## src/hdl/lrf_pkg.sv

```systemverilog
// ----------------------------------------------------------------------------
// lrf_pkg
// Shared types and constants of the longest-remaining-first scheduler.
// ----------------------------------------------------------------------------
package lrf_pkg;

    localparam int TIME_W      = 12;
    localparam int IDX_OUT_W   = 4;
    localparam int MAX_RESULTS = 16;
    localparam logic [TIME_W-1:0] TIME_MAX = 12'hFFF;

    // queue entry flags, front to back
    typedef struct packed {
        logic store;   // burst goes into the store
        logic last;    // closes the set, starts the schedule
    } t_q_flags;

    // one result; proc_index in the lowest bits
    typedef struct packed {
        logic [TIME_W-1:0]    turnaround_time;
        logic [TIME_W-1:0]    waiting_time;
        logic [TIME_W-1:0]    completion_time;
        logic [IDX_OUT_W-1:0] proc_index;
    } t_result;

endpackage

```

## src/hdl/lrf_front.sv

```systemverilog
// ----------------------------------------------------------------------------
// lrf_front
// Input side: classifies each burst (store or drop) and queues the stored ones and the last.
// ----------------------------------------------------------------------------
module lrf_front #(
    parameter int MAX_PROCS  = 16,
    parameter int BURST_BITS = 8
) (
    input  logic                  i_clk,
    input  logic                  i_rst_n,
    input  logic                  i_s_axis_tvalid,
    output logic                  o_s_axis_tready,
    input  logic [7:0]            i_s_axis_tdata,   // [7:0] burst
    input  logic                  i_s_axis_tlast,   // last_item
    output logic                  o_q_valid,
    input  logic                  i_q_ready,
    output lrf_pkg::t_q_flags     o_q_flags,
    output logic [BURST_BITS-1:0] o_q_burst
);
    import lrf_pkg::*;

    localparam int CNTW = $clog2(MAX_PROCS + 1);

    logic [BURST_BITS-1:0] r_q_burst [2];
    t_q_flags              r_q_flags [2];
    logic                  r_wp;
    logic                  r_rp;
    logic [1:0]            r_fill;
    logic [CNTW-1:0]       r_fcnt;

    logic accept;
    logic keep;
    logic push;
    logic pop;

    assign o_s_axis_tready = (r_fill != 2'd2);
    assign accept          = i_s_axis_tvalid && o_s_axis_tready;
    assign keep            = (r_fcnt < CNTW'(MAX_PROCS));
    assign push            = accept && (keep || i_s_axis_tlast);
    assign o_q_valid       = (r_fill != 2'd0);
    assign pop             = o_q_valid && i_q_ready;
    assign o_q_flags       = r_q_flags[r_rp];
    assign o_q_burst       = r_q_burst[r_rp];

    always_ff @(posedge i_clk) begin
        if (!i_rst_n) begin
            r_wp   <= 1'b0;
            r_rp   <= 1'b0;
            r_fill <= 2'd0;
            r_fcnt <= '0;
        end else begin
            if (push) begin
                r_wp <= ~r_wp;
            end
            if (pop) begin
                r_rp <= ~r_rp;
            end
            case ({push, pop})
                2'b10:   r_fill <= r_fill + 2'd1;
                2'b01:   r_fill <= r_fill - 2'd1;
                default: r_fill <= r_fill;
            endcase
            if (accept) begin
                if (i_s_axis_tlast) begin
                    r_fcnt <= '0;
                end else if (keep) begin
                    r_fcnt <= r_fcnt + 1'b1;
                end
            end
        end
    end

    // payload, no reset
    always_ff @(posedge i_clk) begin
        if (push) begin
            r_q_burst[r_wp]       <= BURST_BITS'(i_s_axis_tdata);
            r_q_flags[r_wp].store <= keep;
            r_q_flags[r_wp].last  <= i_s_axis_tlast;
        end
    end

endmodule

```

## src/hdl/lrf_engine.sv

```systemverilog
// ----------------------------------------------------------------------------
// lrf_engine
// Back side: loads the stores, runs the tick loop, emits results.
// ----------------------------------------------------------------------------
module lrf_engine #(
    parameter int MAX_PROCS  = 16,
    parameter int BURST_BITS = 8
) (
    input  logic                  i_clk,
    input  logic                  i_rst_n,
    input  logic                  i_q_valid,
    output logic                  o_q_ready,
    input  lrf_pkg::t_q_flags     i_q_flags,
    input  logic [BURST_BITS-1:0] i_q_burst,
    output logic                  o_res_valid,
    input  logic                  i_res_ready,
    output lrf_pkg::t_result      o_res,
    output logic                  o_res_last
);
    import lrf_pkg::*;

    localparam int IW   = (MAX_PROCS > 1) ? $clog2(MAX_PROCS) : 1;
    localparam int CNTW = $clog2(MAX_PROCS + 1);
    localparam int NW   = (CNTW > 5) ? CNTW : 5;
    localparam int CW   = (BURST_BITS > TIME_W) ? BURST_BITS : TIME_W;

    typedef enum logic [2:0] {
        S_LOAD,
        S_SCAN,
        S_TICK,
        S_EMIT_RD,
        S_EMIT
    } t_state;

    // stores
    logic [BURST_BITS-1:0] burst_mem [MAX_PROCS];
    logic [BURST_BITS-1:0] rem_mem   [MAX_PROCS];
    logic [TIME_W-1:0]     comp_mem  [MAX_PROCS];

    t_state                r_state;
    logic [CNTW-1:0]       r_cnt;
    logic [IW-1:0]         r_idx;
    logic [IW-1:0]         r_cmp_idx;
    logic                  r_issue_done;
    logic                  r_rd_vld;
    logic [BURST_BITS-1:0] r_best;
    logic [IW-1:0]         r_pick;
    logic [TIME_W-1:0]     r_clk;
    logic [BURST_BITS-1:0] r_rd_rem;
    logic [BURST_BITS-1:0] r_rd_burst;
    logic [TIME_W-1:0]     r_rd_comp;
    logic                  r_ov;
    t_result               r_res;
    logic                  r_res_last;

    logic                  load_store;
    logic                  tick_run;
    logic [IW-1:0]         cnt_idx;
    logic [IW-1:0]         last_idx;
    logic [TIME_W-1:0]     n_clk;
    logic                  rem_we;
    logic [IW-1:0]         rem_wa;
    logic [BURST_BITS-1:0] rem_wd;
    logic                  comp_we;
    logic [IW-1:0]         comp_wa;
    logic [TIME_W-1:0]     comp_wd;
    logic [NW-1:0]         n_res;
    logic                  emit_last;
    logic                  out_free;
    logic [CW-1:0]         c_ext;
    logic [CW-1:0]         b_ext;
    logic [TIME_W-1:0]     calc_wait;
    logic [TIME_W-1:0]     calc_turn;

    assign o_q_ready  = (r_state == S_LOAD);
    assign load_store = o_q_ready && i_q_valid && i_q_flags.store;
    assign tick_run   = (r_state == S_TICK) && (r_best != '0);
    assign cnt_idx    = IW'(r_cnt);
    assign last_idx   = IW'(r_cnt - 1'b1);
    assign n_clk      = (r_clk == TIME_MAX) ? r_clk : r_clk + 12'd1;

    // write port muxing: load or tick, never both
    assign rem_we  = load_store || tick_run;
    assign rem_wa  = tick_run ? r_pick : cnt_idx;
    assign rem_wd  = tick_run ? (r_best - 1'b1) : i_q_burst;
    assign comp_we = (tick_run && (r_best == BURST_BITS'(1)))
                  || (load_store && (i_q_burst == '0));
    assign comp_wa = tick_run ? r_pick : cnt_idx;
    assign comp_wd = tick_run ? n_clk : '0;

    // results
    assign n_res     = (NW'(r_cnt) > NW'(MAX_RESULTS)) ? NW'(MAX_RESULTS) : NW'(r_cnt);
    assign emit_last = ((NW'(r_idx) + NW'(1)) == n_res);
    assign out_free  = !r_ov || i_res_ready;
    assign c_ext     = CW'(r_rd_comp);
    assign b_ext     = CW'(r_rd_burst);
    assign calc_wait = (c_ext > b_ext) ? TIME_W'(c_ext - b_ext) : '0;
    assign calc_turn = (c_ext > b_ext) ? r_rd_comp :
                       (b_ext > CW'(TIME_MAX)) ? TIME_MAX : TIME_W'(b_ext);

    assign o_res_valid = r_ov;
    assign o_res       = r_res;
    assign o_res_last  = r_res_last;

    always_ff @(posedge i_clk) begin
        if (rem_we) begin
            rem_mem[rem_wa] <= rem_wd;
        end
        if (load_store) begin
            burst_mem[cnt_idx] <= i_q_burst;
        end
        if (comp_we) begin
            comp_mem[comp_wa] <= comp_wd;
        end
        r_rd_rem   <= rem_mem[r_idx];
        r_rd_burst <= burst_mem[r_idx];
        r_rd_comp  <= comp_mem[r_idx];
    end

    always_ff @(posedge i_clk) begin
        if (!i_rst_n) begin
            r_state      <= S_LOAD;
            r_cnt        <= '0;
            r_idx        <= '0;
            r_cmp_idx    <= '0;
            r_issue_done <= 1'b0;
            r_rd_vld     <= 1'b0;
            r_best       <= '0;
            r_pick       <= '0;
            r_clk        <= '0;
            r_ov         <= 1'b0;
            r_res_last   <= 1'b0;
        end else begin
            if (i_res_ready) begin
                r_ov <= 1'b0;
            end
            unique case (r_state)
                S_LOAD: begin
                    if (i_q_valid) begin
                        if (i_q_flags.store) begin
                            r_cnt <= r_cnt + 1'b1;
                        end
                        if (i_q_flags.last) begin
                            r_state      <= S_SCAN;
                            r_idx        <= '0;
                            r_issue_done <= 1'b0;
                            r_rd_vld     <= 1'b0;
                            r_best       <= '0;
                            r_pick       <= '0;
                            r_clk        <= '0;
                        end
                    end
                end
                S_SCAN: begin
                    if (!r_issue_done) begin
                        r_idx     <= r_idx + 1'b1;
                        r_cmp_idx <= r_idx;
                        r_rd_vld  <= 1'b1;
                        if (r_idx == last_idx) begin
                            r_issue_done <= 1'b1;
                        end
                    end else begin
                        r_rd_vld <= 1'b0;
                    end
                    if (r_rd_vld) begin
                        // strict compare keeps the lowest index on ties
                        if (r_rd_rem > r_best) begin
                            r_best <= r_rd_rem;
                            r_pick <= r_cmp_idx;
                        end
                        if (r_cmp_idx == last_idx) begin
                            r_state <= S_TICK;
                        end
                    end
                end
                S_TICK: begin
                    r_idx        <= '0;
                    r_issue_done <= 1'b0;
                    r_rd_vld     <= 1'b0;
                    r_best       <= '0;
                    r_pick       <= '0;
                    if (r_best == '0) begin
                        r_state <= S_EMIT_RD;
                    end else begin
                        r_clk   <= n_clk;
                        r_state <= S_SCAN;
                    end
                end
                S_EMIT_RD: begin
                    r_state <= S_EMIT;
                end
                S_EMIT: begin
                    if (out_free) begin
                        r_ov       <= 1'b1;
                        r_res_last <= emit_last;
                        if (emit_last) begin
                            r_cnt   <= '0;
                            r_state <= S_LOAD;
                        end else begin
                            r_idx   <= r_idx + 1'b1;
                            r_state <= S_EMIT_RD;
                        end
                    end
                end
                default: r_state <= S_LOAD;
            endcase
        end
    end

    // result payload, no reset
    always_ff @(posedge i_clk) begin
        if ((r_state == S_EMIT) && out_free) begin
            r_res.proc_index      <= IDX_OUT_W'(r_idx);
            r_res.completion_time <= r_rd_comp;
            r_res.waiting_time    <= calc_wait;
            r_res.turnaround_time <= calc_turn;
        end
    end

endmodule

```

## src/hdl/longest_remaining_first_sched_top.sv

```systemverilog
// ----------------------------------------------------------------------------
// longest_remaining_first_sched_top
// Preemptive longest-remaining-first scheduler for up to MAX_PROCS processes.
// ----------------------------------------------------------------------------
// Timing: bursts are taken one per cycle into a two-entry queue while it is not
// full; after the last item each unit tick runs a serial scan of the
// remaining-time store over the N processes in the set, plus one closing scan.
// Each result then passes a store-read state and an emit state in turn, and waits while the output register is held.
// Throughput: one set at a time; input stalls once the queue is full.
// Reset: synchronous, active low; clears control only, stores are not cleared.
module longest_remaining_first_sched_top #(
    parameter int MAX_PROCS  = 16,
    parameter int BURST_BITS = 8
) (
    input  logic        i_clk,
    input  logic        i_rst_n,
    // slave side
    input  logic        i_s_axis_tvalid,
    output logic        o_s_axis_tready,
    input  logic [7:0]  i_s_axis_tdata,   // [7:0] burst
    input  logic        i_s_axis_tlast,   // last_item
    // master side
    output logic        o_m_axis_tvalid,
    input  logic        i_m_axis_tready,
    output logic [39:0] o_m_axis_tdata,   // [3:0] proc_index, [15:4] completion_time,
                                          // [27:16] waiting_time, [39:28] turnaround_time
    output logic        o_m_axis_tlast    // last_result
);
    import lrf_pkg::*;

    // queue between front and back
    logic                  q_valid;
    logic                  q_ready;
    t_q_flags              q_flags;
    logic [BURST_BITS-1:0] q_burst;
    t_result               res;

    // front: classify each transfer as store/drop, queue the stored ones and the last
    lrf_front #(
        .MAX_PROCS  (MAX_PROCS),
        .BURST_BITS (BURST_BITS)
    ) u_front (
        .i_clk           (i_clk),
        .i_rst_n         (i_rst_n),
        .i_s_axis_tvalid (i_s_axis_tvalid),
        .o_s_axis_tready (o_s_axis_tready),
        .i_s_axis_tdata  (i_s_axis_tdata),
        .i_s_axis_tlast  (i_s_axis_tlast),
        .o_q_valid       (q_valid),
        .i_q_ready       (q_ready),
        .o_q_flags       (q_flags),
        .o_q_burst       (q_burst)
    );

    // back: store load, tick loop, result emission through an output register
    lrf_engine #(
        .MAX_PROCS  (MAX_PROCS),
        .BURST_BITS (BURST_BITS)
    ) u_engine (
        .i_clk       (i_clk),
        .i_rst_n     (i_rst_n),
        .i_q_valid   (q_valid),
        .o_q_ready   (q_ready),
        .i_q_flags   (q_flags),
        .i_q_burst   (q_burst),
        .o_res_valid (o_m_axis_tvalid),
        .i_res_ready (i_m_axis_tready),
        .o_res       (res),
        .o_res_last  (o_m_axis_tlast)
    );

    assign o_m_axis_tdata = res;

endmodule

```

## config.mk

```make
export PLATFORM = sky130hd
export DESIGN_NAME = longest_remaining_first_sched_top
export DESIGN_NICKNAME = d
export VERILOG_FILES = /design/src/hdl/lrf_pkg.sv /design/src/hdl/lrf_front.sv /design/src/hdl/lrf_engine.sv /design/src/hdl/longest_remaining_first_sched_top.sv
export SDC_FILE = /design/constraint.sdc
export NUM_CORES = 1
export LEC_CHECK = 0
export BUFFER_PORTS_ARGS = -buffer_cell sky130_fd_sc_hd__buf_2
export CAP_MARGIN = 20
export CORE_ASPECT_RATIO = 0.9
export CORE_MARGIN = 5
export CORE_UTILIZATION = 55
export CTS_CLUSTER_DIAMETER = 150
export DETAILED_ROUTE_END_ITERATION = 10
export PLACE_DENSITY_LB_ADDON = 0.05
export SYNTH_ARGS = -nofsm -noshare
export SYNTH_HDL_FRONTEND = slang
export SYNTH_SLANG_ARGS = --single-unit
```

## constraint.sdc

```tcl
create_clock -name i_clk -period 3.1 [get_ports i_clk]
set_clock_uncertainty 0.05 [all_clocks]
set_input_delay 0.155 -clock i_clk [delete_from_list [all_inputs] [get_ports i_clk]]
set_output_delay 0.155 -clock i_clk [all_outputs]
set_load 0.02 [all_outputs]
```

Word-level counts from Yosys, hierarchy flattened
Memories as Yosys holds them, arrays and structs flattened. A register that Yosys moved wholly into a read port is not among the register bits.
Index checks and enable logic that the tools add are counted.
- memories: 5
- bits of input ports: 13
- flip-flop bits (word level): 93
- bits in writable memories: 468
- logic and storage cells: 161
- reductions and logical operators: 33
- add/sub/neg operators: 10
- mux-type cells: 63
- bitwise gates (word level): 3
- eq/ne operators: 23
- magnitude comparators: 5
- memory list (name ; words ; width ; rd ports ; clocked after memory_dff ; write ports ; RTL line ; text):
    u_engine.comp_mem ; 16 ; 12 ; 1 ; 1 ; 1 ; lrf_engine.sv:38 ; logic [TIME_W-1:0] comp_mem [MAX_PROCS];
    u_engine.burst_mem ; 16 ; 8 ; 1 ; 1 ; 1 ; lrf_engine.sv:36 ; logic [BURST_BITS-1:0] burst_mem [MAX_PROCS];
    u_engine.rem_mem ; 16 ; 8 ; 1 ; 1 ; 1 ; lrf_engine.sv:37 ; logic [BURST_BITS-1:0] rem_mem [MAX_PROCS];
    u_front.r_q_burst ; 2 ; 8 ; 1 ; 1 ; 1 ; lrf_front.sv:24 ; logic [BURST_BITS-1:0] r_q_burst [2];
    u_front.r_q_flags ; 2 ; 2 ; 1 ; 1 ; 1 ; lrf_front.sv:25 ; t_q_flags r_q_flags [2];
- operators with widths (operator ; count):
    12-bit two-way mux ; 7
    8-bit two-way mux ; 5
    5-bit two-way mux ; 7
    4-bit two-way mux ; 8
    12-bit one-hot mux with 2 select lines ; 1
    8-bit one-hot mux with 3 select lines ; 1
    1-bit two-way mux ; 20
    8-bit zero test ; 2
    4-bit one-hot mux with 4 select lines ; 1
    3-bit two-way mux ; 5
    3-bit one-hot mux with 5 select lines ; 1
    5-bit AND reduction ; 3
    12-bit by 1-bit adder with 12-bit output, second input constant ; 1
    12-bit equality test, second input constant ; 1
    12-bit by 8-bit > comparator with 1-bit output ; 1
    8-bit by 12-bit > comparator with 1-bit output, second input constant ; 1
    2-bit by 1-bit != test with 1-bit output, second input constant ; 6
    2-bit != test, second input constant ; 6
    4-bit one-hot mux with 3 select lines ; 1
    12-bit by 8-bit subtractor with 12-bit output ; 1
    5-bit by 1-bit adder with 5-bit output, second input constant ; 2
    5-bit one-hot mux with 2 select lines ; 1
    2-bit nonzero test ; 5
    4-bit equality test ; 2
    other kinds (31) ; 48

Longest topological paths before layout
Gate-level depths: netlist of run 1.
- depth after elaboration: 7
- gate-level depth with buffers: 11
- mapped depth without buffers: 10

By module
A second synthesis of run 1 with hierarchy kept.
- cell total of the unflattened synthesis: 1452
- area total of the unflattened synthesis: 24159.4 um2
- modules (own cells, without submodules) (module ; times used ; area an instance (um2) ; cells an instance):
    lrf_engine ; 1 ; 22939.5 ; 1365
    lrf_front ; 1 ; 1219.9 ; 87

Worst setup path before layout of run 1
Ideal clock, no wire load.
- path kind: reg-to-reg
- start: register u_engine.r_state[2]
- end: register u_engine.r_res_last, in the netlist u_engine.o_res_last
- cell stages (with the launch flop): 6
- data required time: 2931 ps
- path slack: 8 ps
- clock period less this slack: 3092 ps
- arrival time: 2923 ps
- path through: dfxtp_1 > buf_1 > nand2_1 > nor2_1 > mux2i_1 > nor2b_1
- longest elaborated chain between the ends: 2
- ends and longest elaborated chain (element ; RTL line ; text):
    start, declared ; lrf_engine.sv:40 ; t_state r_state;
    start signal, assigned ; lrf_engine.sv:122 ; r_state <= S_LOAD;
    start signal, assigned ; lrf_engine.sv:144 ; r_state <= S_SCAN;
    start signal, assigned ; lrf_engine.sv:172 ; r_state <= S_TICK;
    3-bit equality test ; lrf_engine.sv:137 ; unique case (r_state)
    2-bit AND reduction (no source line) ; - ;
    end signal, assigned ; lrf_engine.sv:195 ; r_res_last <= emit_last;
    end, declared ; lrf_engine.sv:54 ; logic r_res_last;
Every way passes these cells.
A chain may end at the register's enable or synchronous reset.

Final worst setup path of run 1
- start: register u_engine.r_clk[0]
- end: memory u_engine.comp_mem[12][5] (data pin)
- longest elaborated chain between the ends: 3
- ends and longest elaborated chain (element ; RTL line ; text):
    start, declared ; lrf_engine.sv:48 ; logic [TIME_W-1:0] r_clk;
    start signal, assigned ; lrf_engine.sv:185 ; r_clk <= n_clk;
    12-bit by 1-bit adder with 12-bit output / 12-bit equality test (equally long branches) ; lrf_engine.sv:80 ; assign n_clk = (r_clk == TIME_MAX) ? r_clk : r_clk + 12'd1;
    12-bit two-way mux * ; lrf_engine.sv:80 ;
    12-bit two-way mux * ; lrf_engine.sv:89 ; assign comp_wd = tick_run ? n_clk : '0;
    net u_engine.comp_wd[5] ; lrf_engine.sv:66 ; logic [TIME_W-1:0] comp_wd;
    end, declared ; lrf_engine.sv:38 ;
The timed path passes the listed nets; every way through them passes the cells marked *.

==> summary.txt, run 1 <==
Route
  – Remaining antenna violation count: 0
  – Avg WL per Cell: 24.1 um
  – Routed vias/inst: 5.90
  – Detailed-router iteration count before antenna repair: 5
  – DR DRC count: 0
  – Final wirelength: 49700 um
  – DR vias: 12200
  – First DRT Iteration DRCs: 839

Place
  – Buffers on Ports: 55
  – HPWL after detailed placement: 32100 um
  – Gpl congestion: 0.822

Job
  – Max-cap violation count: 0

Die
  – Core area: 0.0428 mm2
  – Die width: 229 um
  – Die height: 207 um
  – Core Rows: 72
  – Initial cell density of the core: 0.554
  – IO Count: 56
  – DIE AREA: 0.0474 mm2

Synth
  – Synth unique cells: 74
  – Syn Inst Count: 1313
  – Commonest cells in the netlist: 508 x edfxtp_1, 140 x mux4_2, 86 x nor2_1
  – Async S/R FF share, synth: 0
  – Leading area contributor after synthesis: edfxtp_1
  – Largest cells by area after synthesis: edfxtp_1 64%, mux4_2 13%, dfxtp_1 6.9%
  – Synthesized net count: 1354
  – Synthesized area per cell: 18.1 um2
  – Predominant post-synthesis flop cell: edfxtp_1
  – Synthesized cell area: 0.0237 mm2
  – Area share of the largest cell type after synthesis: 0.643
  – Count leader, synth: edfxtp_1
  – Synth warnings: 0
  – EDFF count, synth: 508
  – Post-synthesis sequential area ratio: 0.713
  – FF+latch count, synth: 590

Setup path
  – Worst-path fanout max: 16
  – CP Launch Type: flop
  – Critical Path RT: 3.31 ns
  – Reg2reg start: u_engine.r_clk[0]
  – Critical Path AT: 3.05 ns
  – Register-to-register setup slack: 0.26 ns
  – Endpoint class of the critical path: flop
  – Critical Setup Path Class: reg -> reg
  – R2r worst-path depth: 5
  – Worst reg2reg path endpoint: u_engine.comp_mem[12][5]

Finish
  – Layout cell share with drive strength beyond 1: 0.270
  – Diode count: 0
  – Final #Nets: 1499
  – Area delta synth->final: 14.2%
  – Filler Cell Count: 3014

CTS
  – CTS tree: yes
  – Clk_lat worst skew: 0.61 ns
  – Post-CTS Setup Bufs: 0
  – Clock transition at path regs: 0.06 ns
  – CTS Buf Count: 58
  – Clock sink count: 590
  – Clock tree buffer depth: 3
  – Htree depth: 2
  – CTS Root Cell: clkbuf_16

Power
  – Pwr Total: 20.3 mW
  – Sw Pwr: 5.32 mW
  – Reg power frac: 0.466
  – Clock power share: 0.338
  – PD cells: 751 mW/mm2
  – Worst VDD drop: 745 uV
  – Leakage: 8.85 nW
  – Sw Ratio: 0.261
  – P_int: 15.0 mW
  – Combinational share of power: 0.196

STA
  – Fin crit share: 0.915
  – Fin Setup TNS: 0 ns
  – Fin. Hold Viols: 0
  – Final critical-path required period: 2.84 ns
  – Worst Tran Pin Value: 1.09 ns
  – FMAX: 353 MHz
  – RSZ-0062 raised after global routing: no
  – Final setup viols: 0
  – Slew Limit Fails: 0
  – Slew margin rel.: 0.272

Hold path
  – Worst hold path class: in -> reg
  – WHS Endpoint: u_front.r_q_burst[1][5]
  – Worst hold path startpoint: i_s_axis_tdata[5]
  – Hold Path Depth: 2

Status
  – Status: complete, no violations

Global routing
  – Vias in the first global route: 12300
  – GR Overflow Total: 0
  – Largest net degree at the start of global routing: 70
  – Global-route usage over all layers: 0.213
  – Antenna violations before repair: 1
  – First-pass GRT wire length: 76200 um
==> per-layer routing <==
metal  global-route usage  vias to the layer above  share of wire
met5                    0                        -              0
met4               0.0569                        0          0.020
met3               0.0353                       71          0.049
met2                0.339                      296           0.48
met1                0.314                     6275           0.45
li1                     -                     5516              -
==> logic make-up (layout without fill, tap and decap cells) <==
kind of cell,Yosys count,in the layout,synth area share
flops,590,590,0.713
simple gates,265,265,0.0587
mux,167,167,0.145
compound gates,128,128,0.0369
buf+inv,98,292,0.0177
xor+xnor,37,37,0.0137
fa+ha+maj,28,28,0.0151
==> registers in the layout (all words and copies together) (netlist names), 2 cells and up, named ones only <==
register,cells
u_engine.rem_mem,128
u_engine.r_best,8
u_front.r_fill,2
u_engine.c_ext,12
u_engine.o_res,40
u_engine.comp_mem,192
u_front.r_q_flags,4
u_engine.r_cmp_idx,4
u_engine.r_idx,4
u_engine.r_state,3
u_engine.r_rd_burst,8
u_engine.r_pick,4
u_engine.r_rd_rem,8
u_front.r_fcnt,5
u_engine.r_cnt,5
u_front.r_q_burst,16
u_engine.burst_mem,128
u_engine.r_clk,12
==> cells in the final DEF (no fill, tap or decap), types with 5 or more instances in the layout <==
master / n
edfxtp_1: 508
a21oi_1: 37
and3_1: 13
xnor2_1: 25
o21ai_0: 10
ha_1: 27
dfxtp_1: 78
xor2_1: 12
buf_2: 55
clkbuf_8: 5
a31oi_1: 8
nand4_1: 8
and2_1: 14
o21ai_1: 9
mux2_2: 15
clkbuf_1: 11
nand3_1: 22
clkinv_1: 12
nor3_1: 23
mux2i_1: 12
a22o_1: 14
dlygate4sd3_1: 12
nand2_1: 30
bufinv_16: 5
nor2_1: 82
clkbuf_16: 59
mux4_2: 140
buf_4: 78
nor2b_1: 22
clkinv_2: 13
nand2b_1: 9
o21a_1: 11
inv_1: 34
==> per-stage QoR <==
step,cell area (um2),worst slack (ns),hold slack [ns],cells,util
floorplan,23700,0.00836,0.204,1313,-
global placement,25000,0.0997,0.297,1933,0.584
detailed placement,25000,0.0382,0.296,1933,0.584
CTS,27000,0.0235,0.184,2054,0.631
global route,27100,0.0100,0.211,2062,0.633
finish,27100,0.263,0.217,2062,0.633
==> worst max-delay path, cell delays in order, from the launching register on <==
cell	delay [ns]
dfxtp_1	0.35
ha_1	0.26
a31oi_1	0.59
nand3_1	0.24
xor2_1	0.20
nor2_1	0.79
==> worst max path at each step <==
| stage | from | endpoint | depth (start not counted) | slack (ns) |
|---|---|---|---|---|
| after floorplan | u_engine.r_state[2] | u_engine.o_res_last | 5 | 0.008 |
| after global placement | u_front.r_q_burst[0][5] | u_engine.comp_mem[11][6] | 6 | 0.1 |
| after detailed placement | u_front.r_q_burst[0][5] | u_engine.comp_mem[8][6] | 6 | 0.04 |
| after CTS | u_front.r_q_burst[0][5] | u_engine.comp_mem[8][5] | 6 | 0.02 |
| after global routing | u_engine.r_clk[0] | u_engine.comp_mem[10][5] | 5 | 0.01 |
| final | u_engine.r_clk[0] | u_engine.comp_mem[12][5] | 5 | 0.26 |
==> power groups by stage <==
stage / Clock, mW / Sequential [mW] / Combinational [mW]
6_report: 6.88 / 9.48 / 3.98
3_3_place_gp: 0 / 9.63 / 3.93
5_1_grt: 7.36 / 9.51 / 4.34
2_1_floorplan: 0 / 9.56 / 2.85
4_1_cts: 7.02 / 9.48 / 4.02
3_5_place_dp: 0 / 9.65 / 3.98
==> final cells by class <==
| cell class | instances | area (um2) | area share |
|---|---|---|---|
| Multi-Input combinational cell | 625 | 6420 | 0.237 |
| Clock inverter | 35 | 300 | 0.0111 |
| Clock buffer | 74 | 1570 | 0.0581 |
| Sequential cell | 590 | 16900 | 0.624 |
| Timing Repair Buffer | 149 | 1050 | 0.0390 |
| Inverter | 34 | 128 | 0.00471 |
| Tap cell | 555 | 694 | 0.0256 |
==> what timing repair did <==
action / 4_1_cts / 5_1_grt
hold endpoints to repair: 34 / 0
setup endpoints to repair: 0 / 41
hold buffers: 12 / 0
resized for setup: 0 / 4
Power figures use the tool's default switching activity.
==> run 2, diff against run 1 <==
--- a/config.mk
+++ b/config.mk
@@ -8,7 +8,7 @@
 export BUFFER_PORTS_ARGS = -buffer_cell sky130_fd_sc_hd__buf_2
 export CAP_MARGIN = 20
 export CORE_ASPECT_RATIO = 0.9
-export CORE_MARGIN = 5
+export CORE_MARGIN = 3
 export CORE_UTILIZATION = 55
 export CTS_CLUSTER_DIAMETER = 150
 export DETAILED_ROUTE_END_ITERATION = 10
==> run 2 against run 1 <==
- non-clock buffer count increased by 3
- first-iteration DRC count increased by 34%
- sequential cell count unchanged
- combinational power down 1%
- clock power fell by 2%
- power fell by 0.83%
- routed wire length down 0.87%
- critical path type unchanged
==> summary.txt, run 2 (synthesized netlist as in run 1, its figures left out) <==
Status
  – Status: complete, no violations

STA
  – Worst Tran Pin Value: 1.06 ns
  – RSZ-0062 raised after global routing: no
  – Hold WS: 0.232 ns
  – Final setup viols: 0
  – Slew Limit Fails: 0
  – Fin. Hold Viols: 0
  – Fin crit share: 0.932
  – Slew margin rel.: 0.290
  – Final critical-path required period: 2.89 ns
  – Final WS setup: 0.210 ns
  – FMAX: 346 MHz

Power
  – PD cells: 746 mW/mm2
  – Worst VDD drop: 510 uV
  – Leakage: 8.78 nW

Die
  – DIE AREA: 0.0456 mm2
  – IO Count: 56
  – Die width: 225 um
  – Core Rows: 71
  – Initial cell density of the core: 0.562
  – Die height: 203 um
  – Core area: 0.0422 mm2

Setup path
  – Register-to-register setup slack: 0.21 ns
  – Critical Setup Path Class: reg -> reg
  – CP Launch Type: flop
  – Critical Path AT: 3.15 ns
  – Worst setup endpoint: u_engine.comp_mem[7][7]
  – Setup crit start: u_engine.r_best[7]
  – Endpoint class of the critical path: flop
  – Worst reg2reg path endpoint: u_engine.comp_mem[7][7]
  – Reg2reg start: u_engine.r_best[7]
  – Critical Path RT: 3.36 ns
  – Worst-path fanout max: 7
  – R2r worst-path depth: 8

Finish
  – Commonest non-fill, non-tap cell in the layout: edfxtp_1
  – Top reg by flops: u_engine.comp_mem
  – Finished Core Util: 0.641
  – Layout cell share with drive strength beyond 1: 0.267
  – Most frequent cells in the layout: 508 x edfxtp_1, 140 x mux4_2, 83 x nor2_1
  – Diode count: 0
  – Area delta synth->final: 14.1%
  – Top flop regs: u_engine.comp_mem: 192 flops, u_engine.burst_mem: 128 flops, u_engine.rem_mem: 128 flops
  – Max reg flops: 192
  – Final #Nets: 1501

Place
  – Buffers on Ports: 55
  – HPWL after detailed placement: 31900 um
  – Gpl congestion: 0.867
  – Pre-CTS setup slack: -0.0439 ns

Route
  – Routed vias/inst: 5.95
  – DR vias: 12200
  – Avg WL per Cell: 24.0 um
  – DR DRC count: 0
  – Remaining antenna violation count: 0
  – Final wirelength: 49200 um
  – First DRT Iteration DRCs: 1126
  – Detailed-router iteration count before antenna repair: 5

CTS
  – Clock tree buffer depth: 3
  – CTS tree: yes
  – Clock transition at path regs: 0.06 ns
  – CTS Root Cell: clkbuf_16
  – Clock sink count: 590
  – Clk_lat worst skew: 0.60 ns
  – Htree depth: 2
  – CTS Buf Count: 57

Global routing
  – Largest net degree at the start of global routing: 69
  – GR Overflow Total: 0
  – Vias in the first global route: 12300
  – Antenna violations before repair: 0
  – First-pass GRT wire length: 75800 um
  – Global-route usage over all layers: 0.223

Hold path
  – Worst hold path startpoint: i_s_axis_tdata[1]
  – Worst hold path class: in -> reg

Job
  – Max-cap violation count: 0
==> run 2: changes by cell type in the layout (fill, tap and decap cells not counted), sizes merged <==
cell,change
clkinv,-8
clkbuf,+7
buf,+4
bufinv,-1
clkinvlp,-1
inv,-1
==> run 2: how the worst min path moves through the flow <==
stage | endpoint | slack, ns | cells after the start
floorplan | u_front.r_q_burst[0][0] | 0.20 | 0
finish | u_front.r_q_burst[0][1] | 0.23 | 2
CTS | u_front.r_q_burst[1][7] | 0.19 | 2
global placement | u_front.r_q_burst[1][0] | 0.29 | 1
detailed placement | u_front.r_q_burst[0][7] | 0.30 | 1
global route | u_front.r_q_burst[1][7] | 0.21 | 2
==> run 2: repair_timing <==
action | CTS | global route
hold buffers | 12 | 0
endpoints found under the hold margin | 46 | 0
setup buffers | 0 | 0
cloned | 0 | 0
setup endpoints to repair | 36 | 24
gates resized for setup | 0 | 2
==> run 2: critical path, stage by stage (launching register included) <==
cell and delay, ns:
dfxtp_1 0.32, nor4_2 0.37, nand3_1 0.18, nand3_2 0.17, mux2i_1 0.37, nand2b_1 0.13, nand2b_1 0.27, nor2_1 0.48
buf_4 0.26
==> run 2: layout make-up <==
| class | count | area, um2 |
|---|---|---|
| Multi-Input combinational cell | 625 | 6410 |
| Clock inverter | 24 | 223 |
| Tap cell | 547 | 684 |
| Sequential cell | 590 | 16900 |
| Inverter | 34 | 128 |
| Fill cell | 2919 | 15200 |
| Clock buffer | 82 | 1600 |
| Timing Repair Buffer | 152 | 1090 |
==> run 2: power by group <==
part           total, mW  internal [mW]  switching [mW]
Clock               6.72           3.91            2.81
Sequential          9.50           9.27           0.231
Combinational       3.94           1.76            2.19
Total               20.2           14.9            5.22
==> run 2: through the flow <==
step           std cells  power, mW  TNS [ns]  instance area [um2]
6_report            2054       20.2         0                27000
5_1_grt             2054       21.1         0                27000
4_1_cts             2044       20.4     -1.67                26900
3_5_place_dp        1926       13.6     -1.36                25000
3_3_place_gp        1925       13.6         0                25000
2_1_floorplan       1313       12.4         0                23700
==> run 2: layer usage <==
metal	global-route usage	vias to the layer above	routed length, um
met5	0	-	0
met4	0.0513	0	938
met3	0.0405	68	2540
met2	0.341	334	22900
met1	0.340	6303	22800
li1	-	5520	-
==> run 3, diff against run 2 <==
--- a/config.mk
+++ b/config.mk
@@ -7,9 +7,11 @@
 export LEC_CHECK = 0
 export BUFFER_PORTS_ARGS = -buffer_cell sky130_fd_sc_hd__buf_2
 export CAP_MARGIN = 20
+export CELL_PAD_IN_SITES_DETAIL_PLACEMENT = 0
+export CELL_PAD_IN_SITES_GLOBAL_PLACEMENT = 1
 export CORE_ASPECT_RATIO = 0.9
 export CORE_MARGIN = 3
-export CORE_UTILIZATION = 55
+export CORE_UTILIZATION = 49
 export CTS_CLUSTER_DIAMETER = 150
 export DETAILED_ROUTE_END_ITERATION = 10
 export PLACE_DENSITY_LB_ADDON = 0.05
==> constraint.sdc (replaced) <==
create_clock -name i_clk -period 2.6 [get_ports i_clk]
set_clock_uncertainty 0.05 [all_clocks]
set_input_delay 0.13 -clock i_clk [delete_from_list [all_inputs] [get_ports i_clk]]
set_output_delay 0.13 -clock i_clk [all_outputs]
set_load 0.02 [all_outputs]
==> run 3 against run 2 <==
- worst hold slack got worse by 0.030 ns
- cell count rose by 6.5%
- non-clock buffer count rose by 60
- fmax rose by 15%
- first-iteration DRC count fell by 25%
- die area rose by 12%
- power rose by 24%
- critical path type unchanged
==> summary.txt, run 3 (synthesized netlist as in run 1, its figures left out) <==
CTS
  – Clock transition at path regs: 0.06 ns
  – Htree depth: 2
  – Clk_lat worst skew: 0.62 ns
  – CTS Buf Count: 59
  – Clock sink count: 590
  – CTS tree: yes
  – CTS Root Cell: clkbuf_16
  – Clock tree buffer depth: 3

Route
  – Remaining antenna violation count: 0
  – Detailed-router iteration count before antenna repair: 5
  – DR DRC count: 0
  – Final wirelength: 52700 um
  – First DRT Iteration DRCs: 850
  – Avg WL per Cell: 24.1 um
  – DR vias: 12400
  – Routed vias/inst: 5.66

Finish
  – Final instance area: 0.0280 mm2
  – Top flop regs: u_engine.comp_mem: 192 flops, u_engine.burst_mem: 128 flops, u_engine.rem_mem: 128 flops
  – Area delta synth->final: 18.0%
  – Layout cell share with drive strength beyond 1: 0.323
  – Commonest non-fill, non-tap cell in the layout: edfxtp_1
  – Diode count: 0
  – Max reg flops: 192
  – Filler Cell Count: 3555
  – Top reg by flops: u_engine.comp_mem
  – Finished Core Util: 0.593
  – Final #Nets: 1564
  – Most frequent cells in the layout: 508 x edfxtp_1, 140 x mux4_2, 128 x buf_4

Place
  – Pre-CTS setup slack: -0.124 ns
  – Placed Area: 0.0256 mm2
  – Gpl congestion: 0.830
  – HPWL after detailed placement: 35500 um
  – Buffers on Ports: 55

Global routing
  – First-pass GRT wire length: 80400 um
  – Global-route usage over all layers: 0.212
  – Largest net degree at the start of global routing: 54
  – Vias in the first global route: 12700
  – GR Overflow Total: 0
  – Antenna violations before repair: 0

Status
  – Status: complete, no violations

Die
  – Core Rows: 75
  – Die height: 215 um
  – Die width: 238 um
  – Initial cell density of the core: 0.502
  – IO Count: 56
  – Core area: 0.0472 mm2
  – DIE AREA: 0.0511 mm2

STA
  – Fin. Hold Viols: 0
  – Slew margin rel.: 0.440
  – Fin crit share: 0.970
  – Final setup viols: 0
  – FMAX: 397 MHz
  – Final WS setup: 0.0793 ns
  – Worst Tran Pin Value: 0.837 ns
  – Final critical-path required period: 2.52 ns
  – Hold WS: 0.202 ns
  – RSZ-0062 raised after global routing: yes
  – Slew Limit Fails: 0

Setup path
  – CP Launch Type: flop
  – Critical Setup Path Class: reg -> reg
  – Endpoint class of the critical path: flop
  – Worst-path fanout max: 7
  – Critical Path RT: 2.87 ns
  – Critical Path AT: 2.79 ns

Power
  – PD cells: 894 mW/mm2
  – Leakage: 9.23 nW
  – Worst VDD drop: 580 uV

Job
  – Max-cap violation count: 0

Hold path
  – Worst hold path class: in -> reg
-- run 3: changes by cell type in the layout (fill, tap and decap cells not counted), moves of 4 or more --
cell / change
buf_4: +50
clkbuf_1: -10
clkinv_2: +8
a21oi_1: -6
buf_12: +6
a21oi_2: +4
clkbuf_8: +4
nor2_1: -4
nor2_2: +4
-- run 3: critical path, cell delays in order, from the launching register on --
cell and delay, ns:
edfxtp_1 0.40, or4b_1 0.56, o22ai_1 0.16, nand3_1 0.15, nand2_1 0.26, nand3_2 0.19
nor2_1 0.23, buf_4 0.22
-- run 3: layout make-up --
type | count | area (um2) | area share
sequential | 590 | 16900 | 0.604
tap | 616 | 771 | 0.0275
clock buffer | 77 | 1660 | 0.0592
inverter | 34 | 128 | 0.00456
clock inverter | 33 | 322 | 0.0115
timing repair buffer | 212 | 1630 | 0.0582
multi-input combinational | 626 | 6570 | 0.235
-- run 3: final timing paths --
check                           slack [ns]                     from  cells after the start                 endpoint
worst max-delay path                  0.08  u_front.r_q_burst[1][1]                      7  u_engine.comp_mem[1][9]
worst min-delay path                  0.20        i_s_axis_tdata[2]                      2  u_front.r_q_burst[1][2]
worst max register to register        0.08  u_front.r_q_burst[1][1]                      7  u_engine.comp_mem[1][9]
worst min register to register        0.39        u_engine.c_ext[0]                      0        u_engine.o_res[4]
-- run 3: power breakdown --
| group | leakage [nW] | switching (mW) | internal [mW] |
|---|---|---|---|
| clock | 0.975 | 3.54 | 4.99 |
| sequential | 5.16 | 0.238 | 11.1 |
| combinational | 3.09 | 2.90 | 2.30 |
| total | 9.23 | 6.68 | 18.3 |
-- run 3: repair_timing --
action	in CTS	in global routing
cloned	0	1
endpoints found under the hold margin	37	0
pin swaps	0	4
gates resized for setup	3	41
endpoints found under the setup margin	47	285
setup buffers	0	3
hold buffers	13	0
-- run 3: per-layer routing --
| metal | GRT usage | vias up | share of wire |
|---|---|---|---|
| met5 | 0 | - | 0 |
| met4 | 0.0610 | 0 | 0.024 |
| met3 | 0.0309 | 75 | 0.042 |
| met2 | 0.332 | 266 | 0.48 |
| met1 | 0.313 | 6400 | 0.46 |
| li1 | - | 5648 | - |
-- run 3: metrics by stage --
| stage | power, mW | TNS [ns] | cells |
|---|---|---|---|
| global placement | 16.6 | -0.532 | 2053 |
| finish | 25.0 | 0 | 2188 |
| CTS | 25.2 | 0 | 2178 |
| global route | 26.1 | -1.17 | 2188 |
| detailed placement | 16.6 | -3.05 | 2055 |
| floorplan | 14.8 | 0 | 1313 |
